### src/hdl/tcch_pkg.sv
// Package for the three-channel coincidence histogram: sizes, register codes,
// beat and pipeline types, and the saturating increment.
// No dependencies; every other file of the block imports it.
package tcch_pkg;

   localparam int TIME_BITS  = 18;
   localparam int NUM_BINS   = 40;
   localparam int BIN_WIDTH  = 1800;

   localparam int REG_BITS   = 18;
   localparam int CNT_BITS   = 32;
   localparam int RIDX_BITS  = 6;
   localparam int FBIN_BITS  = 6;

   localparam int BIN_BITS   = $clog2(NUM_BINS + 1);
   localparam int BW_BITS    = $clog2(BIN_WIDTH + 1);
   localparam int CMP_BITS   = (TIME_BITS > REG_BITS) ? TIME_BITS : REG_BITS;
   localparam int QW_BITS    = TIME_BITS + BW_BITS;

   // q0 = (d * RECIP_K) >> RECIP_SHIFT is d / BIN_WIDTH or one less
   localparam int RECIP_SHIFT = TIME_BITS + $clog2(BIN_WIDTH);
   localparam int RECIP_BITS  = TIME_BITS + 1;
   localparam int PROD_BITS   = TIME_BITS + RECIP_BITS;
   localparam logic [RECIP_BITS-1:0] RECIP_K =
      RECIP_BITS'((64'd1 << RECIP_SHIFT) / BIN_WIDTH);

   // read index map, compared at a width that holds every code
   localparam int IDX_EXT_BITS = 8;
   localparam logic [IDX_EXT_BITS-1:0] IDX_OVERFLOW  = IDX_EXT_BITS'(NUM_BINS);
   localparam logic [IDX_EXT_BITS-1:0] IDX_TOT_AB    = IDX_EXT_BITS'(NUM_BINS + 1);
   localparam logic [IDX_EXT_BITS-1:0] IDX_TOT_AC    = IDX_EXT_BITS'(NUM_BINS + 2);
   localparam logic [IDX_EXT_BITS-1:0] IDX_TOT_BC    = IDX_EXT_BITS'(NUM_BINS + 3);
   localparam logic [IDX_EXT_BITS-1:0] IDX_TOT_ABC   = IDX_EXT_BITS'(NUM_BINS + 4);
   localparam logic [IDX_EXT_BITS-1:0] IDX_TOT_NONE  = IDX_EXT_BITS'(NUM_BINS + 5);

   localparam logic CMD_EVENT = 1'b0;
   localparam logic CMD_READ  = 1'b1;

   localparam int CSR_IDX_BITS = 2;
   localparam logic [CSR_IDX_BITS-1:0] CSR_WINDOW_LOW     = 2'd0;
   localparam logic [CSR_IDX_BITS-1:0] CSR_WINDOW_HIGH    = 2'd1;
   localparam logic [CSR_IDX_BITS-1:0] CSR_FILL_MIN_DELAY = 2'd2;

   localparam logic [REG_BITS-1:0] WINDOW_LOW_RST     = 18'd8;
   localparam logic [REG_BITS-1:0] WINDOW_HIGH_RST    = 18'd16;
   localparam logic [REG_BITS-1:0] FILL_MIN_DELAY_RST = 18'd1600;

   typedef struct packed {
      logic                 cmd;
      logic                 a_present;
      logic [TIME_BITS-1:0] a_time;
      logic                 b_present;
      logic [TIME_BITS-1:0] b_time;
      logic                 c_present;
      logic [TIME_BITS-1:0] c_time;
      logic [RIDX_BITS-1:0] read_index;
   } req_payload_type;

   typedef struct packed {
      logic                 ab_hit;
      logic                 ac_hit;
      logic                 bc_hit;
      logic                 abc_hit;
      logic                 none_hit;
      logic                 filled;
      logic [FBIN_BITS-1:0] fill_bin;
      logic [CNT_BITS-1:0]  read_value;
   } rsp_payload_type;

   typedef struct packed {
      logic [REG_BITS-1:0] window_low;
      logic [REG_BITS-1:0] window_high;
      logic [REG_BITS-1:0] fill_min_delay;
   } cfg_type;

   // one item as it travels down the pipeline
   typedef struct packed {
      logic                 is_read;
      logic                 rd_mem;
      logic                 ab_hit;
      logic                 ac_hit;
      logic                 bc_hit;
      logic                 abc_hit;
      logic                 none_hit;
      logic                 fill;
      logic [TIME_BITS-1:0] dab;
      logic [BIN_BITS-1:0]  addr;
      logic [CNT_BITS-1:0]  value;
   } item_type;

   function automatic logic [CNT_BITS-1:0] sat_inc(input logic [CNT_BITS-1:0] v);
      return (v == '1) ? v : v + CNT_BITS'(1);
   endfunction

endpackage

### src/hdl/tcch_classify.sv
// Input stage: registers the request beat, tests the three pairs against the
// window, keeps the five saturating totals and serves total reads.
// Depends on tcch_pkg.
module tcch_classify (
   input  logic                     clock,
   input  logic                     reset,
   input  logic                     in_valid,
   output logic                     in_ready,
   input  tcch_pkg::req_payload_type in_data,
   input  tcch_pkg::cfg_type        cfg,
   output logic                     out_valid,
   input  logic                     out_ready,
   output tcch_pkg::item_type       out_item
);
   import tcch_pkg::*;

   logic            s1_valid_ff, s1_valid_in;
   req_payload_type s1_data_ff;

   logic [CNT_BITS-1:0] tot_ab_ff, tot_ac_ff, tot_bc_ff, tot_abc_ff, tot_none_ff;
   logic [CNT_BITS-1:0] tot_ab_in, tot_ac_in, tot_bc_in, tot_abc_in, tot_none_in;

   logic [TIME_BITS-1:0]    d_ab, d_ac, d_bc;
   logic                    ab, ac, bc, abc, none_hit, fill, is_read, rd_mem, fire;
   logic [IDX_EXT_BITS-1:0] ridx_ext;
   logic [CNT_BITS-1:0]     tot_value;

   function automatic logic [TIME_BITS-1:0] abs_diff(input logic [TIME_BITS-1:0] x,
                                                     input logic [TIME_BITS-1:0] y);
      return (x >= y) ? x - y : y - x;
   endfunction

   function automatic logic in_win(input logic p1, input logic p2,
                                   input logic [TIME_BITS-1:0] d,
                                   input logic [REG_BITS-1:0] lo,
                                   input logic [REG_BITS-1:0] hi);
      return p1 && p2 && (CMP_BITS'(d) >= CMP_BITS'(lo)) && (CMP_BITS'(d) <= CMP_BITS'(hi));
   endfunction

   assign fire      = s1_valid_ff && out_ready;
   assign in_ready  = !s1_valid_ff || out_ready;
   assign out_valid = s1_valid_ff;

   always_comb begin
      is_read  = (s1_data_ff.cmd == CMD_READ);
      d_ab     = abs_diff(s1_data_ff.a_time, s1_data_ff.b_time);
      d_ac     = abs_diff(s1_data_ff.a_time, s1_data_ff.c_time);
      d_bc     = abs_diff(s1_data_ff.b_time, s1_data_ff.c_time);
      ab       = !is_read && in_win(s1_data_ff.a_present, s1_data_ff.b_present, d_ab,
                                    cfg.window_low, cfg.window_high);
      ac       = !is_read && in_win(s1_data_ff.a_present, s1_data_ff.c_present, d_ac,
                                    cfg.window_low, cfg.window_high);
      bc       = !is_read && in_win(s1_data_ff.b_present, s1_data_ff.c_present, d_bc,
                                    cfg.window_low, cfg.window_high);
      abc      = ab && ac;
      none_hit = !is_read && !ab && !ac && !bc;
      // A-C in window without the triple, B present and far enough from A
      fill     = ac && !ab && s1_data_ff.b_present &&
                 (CMP_BITS'(d_ab) >= CMP_BITS'(cfg.fill_min_delay));

      ridx_ext = IDX_EXT_BITS'(s1_data_ff.read_index);
      rd_mem   = is_read && (ridx_ext <= IDX_OVERFLOW);
      priority if (!is_read)                 tot_value = '0;
      else if (ridx_ext == IDX_TOT_AB)       tot_value = tot_ab_ff;
      else if (ridx_ext == IDX_TOT_AC)       tot_value = tot_ac_ff;
      else if (ridx_ext == IDX_TOT_BC)       tot_value = tot_bc_ff;
      else if (ridx_ext == IDX_TOT_ABC)      tot_value = tot_abc_ff;
      else if (ridx_ext == IDX_TOT_NONE)     tot_value = tot_none_ff;
      else                                   tot_value = '0;

      out_item.is_read  = is_read;
      out_item.rd_mem   = rd_mem;
      out_item.ab_hit   = ab;
      out_item.ac_hit   = ac;
      out_item.bc_hit   = bc;
      out_item.abc_hit  = abc;
      out_item.none_hit = none_hit;
      out_item.fill     = fill;
      out_item.dab      = d_ab;
      out_item.addr     = rd_mem ? BIN_BITS'(ridx_ext) : '0;
      out_item.value    = tot_value;
   end

   always_comb begin
      s1_valid_in = in_ready ? in_valid : s1_valid_ff;
      tot_ab_in   = (fire && ab)       ? sat_inc(tot_ab_ff)   : tot_ab_ff;
      tot_ac_in   = (fire && ac)       ? sat_inc(tot_ac_ff)   : tot_ac_ff;
      tot_bc_in   = (fire && bc)       ? sat_inc(tot_bc_ff)   : tot_bc_ff;
      tot_abc_in  = (fire && abc)      ? sat_inc(tot_abc_ff)  : tot_abc_ff;
      tot_none_in = (fire && none_hit) ? sat_inc(tot_none_ff) : tot_none_ff;
   end

   always_ff @(posedge clock) begin
      if (reset) begin
         s1_valid_ff <= 1'b0;
         tot_ab_ff   <= '0;
         tot_ac_ff   <= '0;
         tot_bc_ff   <= '0;
         tot_abc_ff  <= '0;
         tot_none_ff <= '0;
      end else begin
         s1_valid_ff <= s1_valid_in;
         tot_ab_ff   <= tot_ab_in;
         tot_ac_ff   <= tot_ac_in;
         tot_bc_ff   <= tot_bc_in;
         tot_abc_ff  <= tot_abc_in;
         tot_none_ff <= tot_none_in;
      end
   end

   always_ff @(posedge clock) begin
      if (in_valid && in_ready) begin
         s1_data_ff <= in_data;
      end
   end

endmodule

### src/hdl/tcch_bin_div.sv
// Two-stage constant divider: turns the A-B delay into a histogram bin by a
// reciprocal multiply, one correction step and the overflow clamp.
// Depends on tcch_pkg.
module tcch_bin_div (
   input  logic               clock,
   input  logic               reset,
   input  logic               in_valid,
   output logic               in_ready,
   input  tcch_pkg::item_type in_item,
   output logic               out_valid,
   input  logic               out_ready,
   output tcch_pkg::item_type out_item
);
   import tcch_pkg::*;

   logic                 s2_valid_ff, s2_valid_in, s3_valid_ff, s3_valid_in;
   item_type             s2_item_ff, s3_item_ff;
   logic [TIME_BITS-1:0] s3_q0_ff, q0_in;
   logic                 s2_ready, s3_ready;

   logic [PROD_BITS-1:0] prod;
   logic [TIME_BITS-1:0] qw, rem, quot;
   logic                 corr;
   logic [BIN_BITS-1:0]  bin;

   assign s3_ready  = !s3_valid_ff || out_ready;
   assign s2_ready  = !s2_valid_ff || s3_ready;
   assign in_ready  = s2_ready;
   assign out_valid = s3_valid_ff;

   // stage 2: reciprocal multiply
   always_comb begin
      prod  = PROD_BITS'(s2_item_ff.dab) * PROD_BITS'(RECIP_K);
      q0_in = TIME_BITS'(prod >> RECIP_SHIFT);
   end

   // stage 3: correct by at most one, then clamp to the overflow bin
   always_comb begin
      qw   = TIME_BITS'(QW_BITS'(s3_q0_ff) * QW_BITS'(BIN_WIDTH));
      rem  = s3_item_ff.dab - qw;
      corr = QW_BITS'(rem) >= QW_BITS'(BIN_WIDTH);
      quot = s3_q0_ff + TIME_BITS'(corr);
      if (QW_BITS'(quot) >= QW_BITS'(NUM_BINS)) begin
         bin = BIN_BITS'(NUM_BINS);
      end else begin
         bin = BIN_BITS'(quot);
      end
      out_item = s3_item_ff;
      if (!s3_item_ff.is_read) begin
         out_item.addr = bin;
      end
   end

   always_comb begin
      s2_valid_in = s2_ready ? in_valid : s2_valid_ff;
      s3_valid_in = s3_ready ? s2_valid_ff : s3_valid_ff;
   end

   always_ff @(posedge clock) begin
      if (reset) begin
         s2_valid_ff <= 1'b0;
         s3_valid_ff <= 1'b0;
      end else begin
         s2_valid_ff <= s2_valid_in;
         s3_valid_ff <= s3_valid_in;
      end
   end

   always_ff @(posedge clock) begin
      if (in_valid && s2_ready) begin
         s2_item_ff <= in_item;
      end
      if (s2_valid_ff && s3_ready) begin
         s3_item_ff <= s2_item_ff;
         s3_q0_ff   <= q0_in;
      end
   end

   // the reciprocal estimate is never more than one below the true quotient
   a_recip_error: assert property (@(posedge clock) disable iff (reset)
      s3_valid_ff && !s3_item_ff.is_read |-> QW_BITS'(rem) < QW_BITS'(2 * BIN_WIDTH))
      else $error("bin divider estimate off by more than one");

endmodule

### src/hdl/tcch_hist.sv
// Histogram memory with its read-modify-write stage and the response register.
// Per-entry valid bits stand in for clearing; a last-write register forwards.
// Depends on tcch_pkg.
module tcch_hist (
   input  logic                      clock,
   input  logic                      reset,
   input  logic                      in_valid,
   output logic                      in_ready,
   input  tcch_pkg::item_type        in_item,
   output logic                      rsp_valid,
   input  logic                      rsp_ready,
   output tcch_pkg::rsp_payload_type rsp_data
);
   import tcch_pkg::*;

   logic [CNT_BITS-1:0] mem [NUM_BINS+1];
   logic [NUM_BINS:0]   hvalid_ff, hvalid_in;
   logic [CNT_BITS-1:0] rd_data_ff;

   logic                s4_valid_ff, s4_valid_in;
   item_type            s4_item_ff;
   logic                s4_adv, rd_en, wr_en;

   logic                lw_valid_ff, lw_valid_in;
   logic [BIN_BITS-1:0] lw_addr_ff;
   logic [CNT_BITS-1:0] lw_data_ff;

   logic                rsp_valid_ff, rsp_valid_in;
   rsp_payload_type     rsp_data_ff, rsp_data_in;

   logic [CNT_BITS-1:0] cur_value, wr_data;

   assign s4_adv    = s4_valid_ff && (!rsp_valid_ff || rsp_ready);
   assign in_ready  = !s4_valid_ff || s4_adv;
   assign rd_en     = in_valid && in_ready;
   assign wr_en     = s4_adv && s4_item_ff.fill;
   assign rsp_valid = rsp_valid_ff;
   assign rsp_data  = rsp_data_ff;

   always_comb begin
      // take the newest write when it hit the same entry as this read
      cur_value = (lw_valid_ff && (lw_addr_ff == s4_item_ff.addr)) ? lw_data_ff : rd_data_ff;
      wr_data   = sat_inc(cur_value);

      rsp_data_in.ab_hit     = s4_item_ff.ab_hit;
      rsp_data_in.ac_hit     = s4_item_ff.ac_hit;
      rsp_data_in.bc_hit     = s4_item_ff.bc_hit;
      rsp_data_in.abc_hit    = s4_item_ff.abc_hit;
      rsp_data_in.none_hit   = s4_item_ff.none_hit;
      rsp_data_in.filled     = s4_item_ff.fill;
      rsp_data_in.fill_bin   = s4_item_ff.fill ? FBIN_BITS'(s4_item_ff.addr) : '0;
      rsp_data_in.read_value = s4_item_ff.rd_mem ? cur_value : s4_item_ff.value;

      s4_valid_in  = in_ready ? in_valid : s4_valid_ff;
      rsp_valid_in = s4_adv ? 1'b1 : (rsp_ready ? 1'b0 : rsp_valid_ff);
      lw_valid_in  = lw_valid_ff || wr_en;
      hvalid_in    = hvalid_ff;
      if (wr_en) begin
         hvalid_in[s4_item_ff.addr] = 1'b1;
      end
   end

   always_ff @(posedge clock) begin
      if (rd_en) begin
         rd_data_ff <= hvalid_ff[in_item.addr] ? mem[in_item.addr] : '0;
      end
      if (wr_en) begin
         mem[s4_item_ff.addr] <= wr_data;
      end
   end

   always_ff @(posedge clock) begin
      if (reset) begin
         hvalid_ff    <= '0;
         s4_valid_ff  <= 1'b0;
         lw_valid_ff  <= 1'b0;
         rsp_valid_ff <= 1'b0;
      end else begin
         hvalid_ff    <= hvalid_in;
         s4_valid_ff  <= s4_valid_in;
         lw_valid_ff  <= lw_valid_in;
         rsp_valid_ff <= rsp_valid_in;
      end
   end

   always_ff @(posedge clock) begin
      if (rd_en) begin
         s4_item_ff <= in_item;
      end
      if (wr_en) begin
         lw_addr_ff <= s4_item_ff.addr;
         lw_data_ff <= wr_data;
      end
      if (s4_adv) begin
         rsp_data_ff <= rsp_data_in;
      end
   end

   a_wr_range: assert property (@(posedge clock) disable iff (reset)
      wr_en |-> s4_item_ff.addr <= BIN_BITS'(NUM_BINS))
      else $error("histogram write beyond the overflow bin");

   a_wr_marks_valid: assert property (@(posedge clock) disable iff (reset)
      wr_en |=> hvalid_ff[$past(s4_item_ff.addr)])
      else $error("histogram entry written but not marked valid");

   a_fill_rule: assert property (@(posedge clock) disable iff (reset)
      rsp_valid_ff && rsp_data_ff.filled |-> rsp_data_ff.ac_hit && !rsp_data_ff.ab_hit)
      else $error("fill reported without A-C alone in window");

endmodule

### src/hdl/three_channel_coincidence_histogram.sv
// Three-channel coincidence trigger with an A-B delay histogram of 41 bins.
// Takes one request beat per clock while the response side does not stall, and
// returns one response beat for each, in order, via stages s1 to s4 and rsp.
// The rate is set by the histogram read-modify-write: one memory read and one
// write per cycle, with a last-write register forwarding back-to-back hits on
// the same bin. Totals and bins saturate at all ones. Bins are cleared at
// reset by per-entry valid bits, so there is no clearing pass and the block
// takes beats from the first cycle after reset. Write the csr_ registers only
// while no request is in flight.
module three_channel_coincidence_histogram (
   input  logic                                   clock,
   input  logic                                   reset,
   input  logic                                   req_valid,
   output logic                                   req_ready,
   input  tcch_pkg::req_payload_type              req_data,
   output logic                                   rsp_valid,
   input  logic                                   rsp_ready,
   output tcch_pkg::rsp_payload_type              rsp_data,
   input  logic                                   csr_we,
   input  logic [tcch_pkg::CSR_IDX_BITS-1:0]      csr_index,
   input  logic [tcch_pkg::REG_BITS-1:0]          csr_wdata
);
   import tcch_pkg::*;

   cfg_type  cfg_ff, cfg_in;
   logic     cls_valid, cls_ready, div_valid, div_ready;
   item_type cls_item, div_item;

   always_comb begin
      cfg_in = cfg_ff;
      if (csr_we) begin
         unique case (csr_index)
            CSR_WINDOW_LOW:     cfg_in.window_low     = csr_wdata;
            CSR_WINDOW_HIGH:    cfg_in.window_high    = csr_wdata;
            CSR_FILL_MIN_DELAY: cfg_in.fill_min_delay = csr_wdata;
            default:            cfg_in = cfg_ff;
         endcase
      end
   end

   always_ff @(posedge clock) begin
      if (reset) begin
         cfg_ff.window_low     <= WINDOW_LOW_RST;
         cfg_ff.window_high    <= WINDOW_HIGH_RST;
         cfg_ff.fill_min_delay <= FILL_MIN_DELAY_RST;
      end else begin
         cfg_ff <= cfg_in;
      end
   end

   tcch_classify u_classify (
      .clock     (clock),
      .reset     (reset),
      .in_valid  (req_valid),
      .in_ready  (req_ready),
      .in_data   (req_data),
      .cfg       (cfg_ff),
      .out_valid (cls_valid),
      .out_ready (cls_ready),
      .out_item  (cls_item)
   );

   tcch_bin_div u_bin_div (
      .clock     (clock),
      .reset     (reset),
      .in_valid  (cls_valid),
      .in_ready  (cls_ready),
      .in_item   (cls_item),
      .out_valid (div_valid),
      .out_ready (div_ready),
      .out_item  (div_item)
   );

   tcch_hist u_hist (
      .clock     (clock),
      .reset     (reset),
      .in_valid  (div_valid),
      .in_ready  (div_ready),
      .in_item   (div_item),
      .rsp_valid (rsp_valid),
      .rsp_ready (rsp_ready),
      .rsp_data  (rsp_data)
   );

endmodule
### config.mk
export PLATFORM = sky130hd
export DESIGN_NAME = three_channel_coincidence_histogram
export DESIGN_NICKNAME = d
export VERILOG_FILES = /design/src/hdl/tcch_pkg.sv /design/src/hdl/tcch_classify.sv /design/src/hdl/tcch_bin_div.sv /design/src/hdl/tcch_hist.sv /design/src/hdl/three_channel_coincidence_histogram.sv
export SDC_FILE = /design/constraint.sdc
export NUM_CORES = 2
export LEC_CHECK = 0
export BUFFER_PORTS_ARGS = -buffer_cell sky130_fd_sc_hd__buf_4
export CAP_MARGIN = 20
export CELL_PAD_IN_SITES_DETAIL_PLACEMENT = 1
export CELL_PAD_IN_SITES_GLOBAL_PLACEMENT = 2
export CORE_MARGIN = 3
export CORE_UTILIZATION = 42
export DETAILED_ROUTE_END_ITERATION = 16
export HOLD_SLACK_MARGIN = 0.12
export PLACE_DENSITY = 0.78
export SETUP_SLACK_MARGIN = 0.5
export SKIP_LAST_GASP = 1
export SYNTH_ARGS = -nofsm -noshare
export SYNTH_HDL_FRONTEND = slang
export SYNTH_SLANG_ARGS = --single-unit
### constraint.sdc
create_clock -name clock -period 25.5 [get_ports clock]
set_input_delay 2.55 -clock clock [delete_from_list [all_inputs] [get_ports clock]]
set_output_delay 2.55 -clock clock [all_outputs]
set_load 0.03 [all_outputs]
After elaboration in Yosys (flattened, before gate mapping)
Memories as Yosys holds them, arrays and structs flattened. A register that Yosys moved wholly into a read port is not among the register bits. Cells that the tools add are included.

Add/sub/neg operators: 14. Multipliers: 2. $lt $le $gt $ge: 16. Equality and inequality tests: 14. Multiplexer cells: 21. Bitwise logic cells: 6. Reduce and logical (&&, ||, !) cells: 59.

Operators with widths (number): two-way mux 32 bit (8); adder 32 x 1 -> 32 bit, second input constant (6); == test 32 bit, second input constant (6); greater-or-equal comparator 18 bit (7); subtractor 18 bit (7); <= comparator 18 bit (3); two-way mux 18 bit (3); bitwise OR 41 bit (1); multiplier 18 x 19 -> 37 bit, second input constant (1); logical AND 1 bit (33); == test 6 bit, second input constant (5); greater-or-equal comparator 18 x 11 -> 1 bit, second input constant (1); greater-or-equal comparator 18 x 6 -> 1 bit, second input constant (1); AND reduction 2 bit (8); multiplier 8 x 8 -> 15 bit, second input constant (1); less-than comparator 6 x 7 -> 1 bit, second input constant (2); two-way mux 6 bit (2); logical NOT 1 bit (10); adder 8 x 1 -> 9 bit (1); binary-select mux 1 bit (select 6 bit) (1); demux 1 bit (select 6 bit) (1); == test 6 bit (1); greater-or-equal comparator 6 x 1 -> 1 bit, second input constant (1); <= comparator 6 bit, second input constant (1); 7 further kinds (21).

Flip-flop bits (word level): 588. RAM bits: 1312. Input bits: 89. Logic and storage cells: 198. Memories kept: 1.

Memories: u_hist.mem (depth 41, bits a word 32, read ports 1, clocked after Yosys merged registers in 1, wr ports 1, line tcch_hist.sv:16) `logic [CNT_BITS-1:0] mem [NUM_BINS+1];`.

Logic depth before layout (Yosys ltp)
Depth after elaboration: 12. Gate-level depth with buffers: 38.

Modules after synthesis
Synthesis repeated with hierarchy kept, for this count alone.

Cell total of the unflattened synthesis: 6142. Area total of the unflattened synthesis: 90475.5 um^2.

By module, submodules not included: tcch_hist (times used 1, cells each 2691, area an instance 58372.2 um^2, sequential area each 45053.2 um^2); tcch_classify (times used 1, cells each 2372, area an instance 18941.9 um^2, sequential area each 5144.9 um^2); tcch_bin_div (times used 1, cells each 875, area an instance 10961.8 um^2, sequential area each 4124.0 um^2); three_channel_coincidence_histogram (times used 1, cells each 204, area an instance 2199.6 um^2, sequential area each 1081.0 um^2).

Worst setup path after synthesis
OpenSTA, ideal clock, no wires.

Path kind: input-to-reg. Start point: input rsp_ready. End point: memory u_hist.mem[40][0] (enable). Setup time: 516 ps. Arrival: 9706 ps. Data required time: 24984 ps. Setup slack: 15278 ps. Stages: 6. Path through: nor2b_1 -> nor2b_1 -> and2_1 -> clkbuf_1 -> nand2_1 -> nor4b_1.

Longest elaborated chain between the ends: 5.

Ends and longest elaborated chain: start, declared (line three_channel_coincidence_histogram.sv:17) `input logic rsp_ready,`; logical OR 1 bit (line tcch_hist.sv:33) `assign s4_adv = s4_valid_ff && (!rsp_valid_ff || rsp_ready);`; logical AND 1 bit (line tcch_hist.sv:33); logical AND 1 bit (line tcch_hist.sv:36) `assign wr_en = s4_adv && s4_item_ff.fill;`; net u_hist.wr_en (line tcch_hist.sv:22) `logic s4_adv, rd_en, wr_en;`; two-way mux 1 bit (line tcch_hist.sv:67) `if (wr_en) begin`; two-way mux 1 bit (not written as such) (line tcch_hist.sv:68) `mem[s4_item_ff.addr] <= wr_data;`; end, declared (line tcch_hist.sv:16).

The timed path passes the listed nets, and every way through them passes these cells.

Worst setup path in the final report
Start point: register u_bin_div.s3_q0_ff[1]. End point: register u_hist.rd_data_ff[28] (read register of u_hist.mem) (data pin).

Longest elaborated chain between the ends: 10.

Ends and longest elaborated chain: start, declared (line tcch_bin_div.sv:18) `logic [TIME_BITS-1:0] s3_q0_ff, q0_in;`; start signal, assigned (line tcch_bin_div.sv:75) `s3_q0_ff <= q0_in;`; multiplier 8 x 8 -> 15 bit (line tcch_bin_div.sv:39) `qw = TIME_BITS'(QW_BITS'(s3_q0_ff) * QW_BITS'(BIN_WIDTH));`; subtractor 18 bit (line tcch_bin_div.sv:40) `rem = s3_item_ff.dab - qw;`; greater-or-equal comparator 18 x 11 -> 1 bit (line tcch_bin_div.sv:41) `corr = QW_BITS'(rem) >= QW_BITS'(BIN_WIDTH);`; adder 8 x 1 -> 9 bit * (line tcch_bin_div.sv:42) `quot = s3_q0_ff + TIME_BITS'(corr);`; greater-or-equal comparator 18 x 6 -> 1 bit (line tcch_bin_div.sv:43) `if (QW_BITS'(quot) >= QW_BITS'(NUM_BINS)) begin`; two-way mux 6 bit * (line tcch_bin_div.sv:43); two-way mux 6 bit * (line tcch_bin_div.sv:49) `if (!s3_item_ff.is_read) begin`; binary-select mux 1 bit (select 6 bit) (line tcch_hist.sv:65) `rd_data_ff <= hvalid_ff[in_item.addr] ? mem[in_item.addr] : '0;`; two-way mux 1 bit (not written as such) (line tcch_hist.sv:65); logical NOT 1 bit (no line); end, declared (line tcch_hist.sv:18) `logic [CNT_BITS-1:0] rd_data_ff;`.

Every way passes the cells marked *; elsewhere a longest branch is shown, timed or not. The select of a mux whose other input is x is not followed. A chain may end at the register's enable or synchronous reset.

==> metrics.yaml <==
outcome:
  outcome: "finished, final reports clean"
synth:
  synth_edf_count: 1668
  yosysMostFrequentCell: "edfxtp_1"
  yosysSeqAreaShare_pct: 61.05
  synth-seq-cells: 1929
  syn_area_per_cell_um2: 12.48
  synthTopCellsByArea: "edfxtp_1, ha_1, dfxtp_1"
  yosysUniqueCellTypes: 85
  ys_top_cells_by_count: "edfxtp_1, nand2_1, ha_1, a21oi_1, inv_1"
  async_flop_share_pct: 0
  syn_inst: 7262
  syn_area_um2: 90610
  synth_nets: 7891
  synth_area_leader_cell: "edfxtp_1"
  synthFlopType: "edfxtp_1"
  synth-warning-count: 0
  synth_top_area_share_pct: 55.28
setup_path:
  regToRegEndpoint: "u_hist.rd_data_ff[28]"
  crit_type: "register to register"
  critPathSlowestCell: "buf_4"
  crit_buf_inv: 8
  rrSetupSlack_ns: 13.91
  cp.required_ns: 26.18
  critPathMaxStageDelay_ns: 0.87
  worstSetupPathDepth: 36
  cp.arrival_ns: 12.27
  critPathCaptureType: "register"
  critPathLaunchType: "register"
  r2r_start: "u_bin_div.s3_q0_ff[1]"
  cp_max_fo: 73
  crit_family: "buffers and inverters"
  reg2regPathDepth: 36
finish:
  area_delta_synth_final_pct: 13.10
  final_area_um2: 102500
  multi_input_area_um2: 33210
  seq_area_um2: 55310
  nets: 8021
  final.fill_count: 21667
  drive_gt1_share_pct: 11.00
sta:
  worst_clock_skew_ns: 0.05467
  final.setup.tns_ns: 0
  min_period_ns: 11.59
  drv_slew: 0
  grt_setup_unrepaired: "no"
  setup_viol: 0
  max-slew-margin-rel_pct: 13.45
  fmax_mhz: 86.26
  hold_violations: 0
  tightest_slew_ns: 1.298
  fin_crit_sh_pct: 45.46
placement:
  dp_hpwl_um: 180200
  placed_area_um2: 95630
  port_buffers: 134
  gp_congestion: 0.8455
detailed_routing:
  viasPerCell: 5.924
  drt_first_iter_violations: 5974
  vias: 61567
  post_drt_wl_per_cell_um: 27.88
  drcViolationCount: 0
  drt-total-wl_um: 289700
  first_pass_iters: 6
  antenna_left: 0
clock_network:
  clock-sinks: 1929
  cts_tree: "built"
  cts_made_buffers: 199
  cts_resized: 0
  cts_setup_buffers: 0
  clk_latency_ns: 0.87
  cts_max_level: 4
  root_buffer: "clkbuf_16"
  clockBufferDepth: 3
  holdBufCountCts: 0
  path_clk_slew_ns: 0.06
hold_path:
  hold_path_depth: 0
  worstHoldStart: "u_bin_div.s2_item_ff[58]"
  hold_end: "u_bin_div.out_item[58]"
  hold_path_class: "register to register"
floorplanning:
  fp.coreArea_um2: 213400
  start_util_pct: 42.47
  dieHeight_um: 470.5
  die_w_um: 470.5
  dieArea_um2: 221300
  ios: 135
  rows: 169
global_routing:
  grt_max_degree: 169
  antenna_found_initial: 11
  track_usage_pct: 25.65
  grt_overflow: 0
  grt_first_pass_wirelength_um: 425400
  grt_pass1_vias: 64002
power_and_ir_drop:
  powerDensity_nw_per_um2: 83.34
  leakage_nw: 37.14
  power_mw: 8.540
  peakVddDrop_mv: 0.07388
flow_run:
  maxCapViolCount: 0
cells in the final DEF, fill, tap and decap left out, types with 40 or more instances in the layout:
cell	instances
a211oi_1	51
a21o_1	112
a21oi_1	422
a221oi_1	46
a311oi_1	72
a31oi_1	51
and3_1	146
buf_4	294
clkbuf_1	40
clkbuf_16	202
clkinv_1	48
dfxtp_1	261
edfxtp_1	1668
fa_1	90
ha_1	450
inv_1	341
mux2_2	46
mux2i_1	277
mux4_2	62
nand2_1	996
nand3_1	274
nand4_1	58
nor2_1	297
nor2_4	42
nor2b_1	114
nor3_1	55
nor4_1	49
o21a_1	52
o21ai_0	140
o22ai_1	101
xnor2_1	118
xor2_1	42
state kept, by name (all words and copies together), names as in the netlist, 8 cells and up:
signal                  flops
u_hist.mem               1312
u_bin_div.s2_item_ff       64
u_classify.s1_data_ff      57
u_bin_div.out_item         55
cfg_ff                     54
u_hist.rsp_data            44
u_hist.hvalid_ff           41
u_hist.s4_item_ff          39
u_classify.tot_ab_ff       32
u_classify.tot_abc_ff      32
u_classify.tot_ac_ff       32
u_classify.tot_bc_ff       32
u_classify.tot_none_ff     32
u_hist.lw_data_ff          32
u_hist.rd_data_ff          32
u_bin_div.s3_q0_ff          8
worst reg2reg max path: cells and delay by family, from the launching register on:
family	cells	cell delay, ns
buf+inv	8	4.16
fa+ha+maj	8	2.78
compound gates	12	2.56
flops	1	0.51
simple gates	7	1.22
xor+xnor	1	0.19
per-stage QoR:
step / setup WS, ns / utilization, % / hold WS [ns] / instances
after floorplan: 15.28 / - / 0.4003 / 7262
after global placement: 14.09 / 44.80 / 0.4003 / 10000
after detailed placement: 13.85 / 44.82 / 0.4052 / 10007
after CTS: 13.77 / 47.98 / 0.4046 / 10382
after global routing: 13.10 / 48.03 / 0.4155 / 10387
final: 13.91 / 48.03 / 0.4013 / 10392
power breakdown:
| group | switching, mW | internal, mW | total, mW | leakage (nW) |
|---|---|---|---|---|
| Combinational | 1.20 | 0.842 | 2.04 | 16.7 |
| Sequential | 0.0398 | 3.44 | 3.48 | 17.2 |
| Clock | 1.29 | 1.73 | 3.02 | 3.26 |
| Total | 2.53 | 6.01 | 8.54 | 37.1 |
cells by family after synthesis:
kind of cell	Yosys count	synth area share (%)
muxes	391	5.239
and+or+nand+nor	2226	11.45
adders and majority gates	540	8.203
buffers and inverters	720	3.100
DFF	1929	61.05
AOI/OAI and AO/OA	1275	9.208
xor gates and xnor gates	181	1.750
layer usage:
metal  part of all wire [%]  up-vias  GRT usage [%]  routed length (um)
met5                 0.0079        -              0                  23
met4                    4.2        4          9.873               12290
li1                       -    27134              -                   -
met3                    7.0      555          4.267               20360
met2                     48     2222          42.59              138400
met1                     41    31652          33.67              118700
worst max path at each step:
| stage | startpoint | end | slack [ns] |
|---|---|---|---|
| floorplan | rsp_ready | u_hist.mem[40][0] | 15.28 |
| CTS | u_bin_div.s3_q0_ff[1] | u_hist.rd_data_ff[24] | 13.77 |
| finish | u_bin_div.s3_q0_ff[1] | u_hist.rd_data_ff[28] | 13.91 |
| global route | u_bin_div.s3_q0_ff[1] | u_hist.rd_data_ff[24] | 13.10 |
| global placement | u_bin_div.s3_q0_ff[1] | u_hist.rd_data_ff[15] | 14.09 |
| detailed placement | u_bin_div.s3_q0_ff[1] | u_hist.rd_data_ff[28] | 13.85 |
final cells by class:
type,count,share of cell area (%)
multi-input cells,4613,32.41
diodes,5,0.01221
repair buffers,302,2.299
inverters,347,1.295
clock buffers,252,5.207
well taps,2821,3.444
clock inverters,123,1.359
flip-flops and latches,1929,53.98
Note: power is estimated with default switching activity, not from simulation.
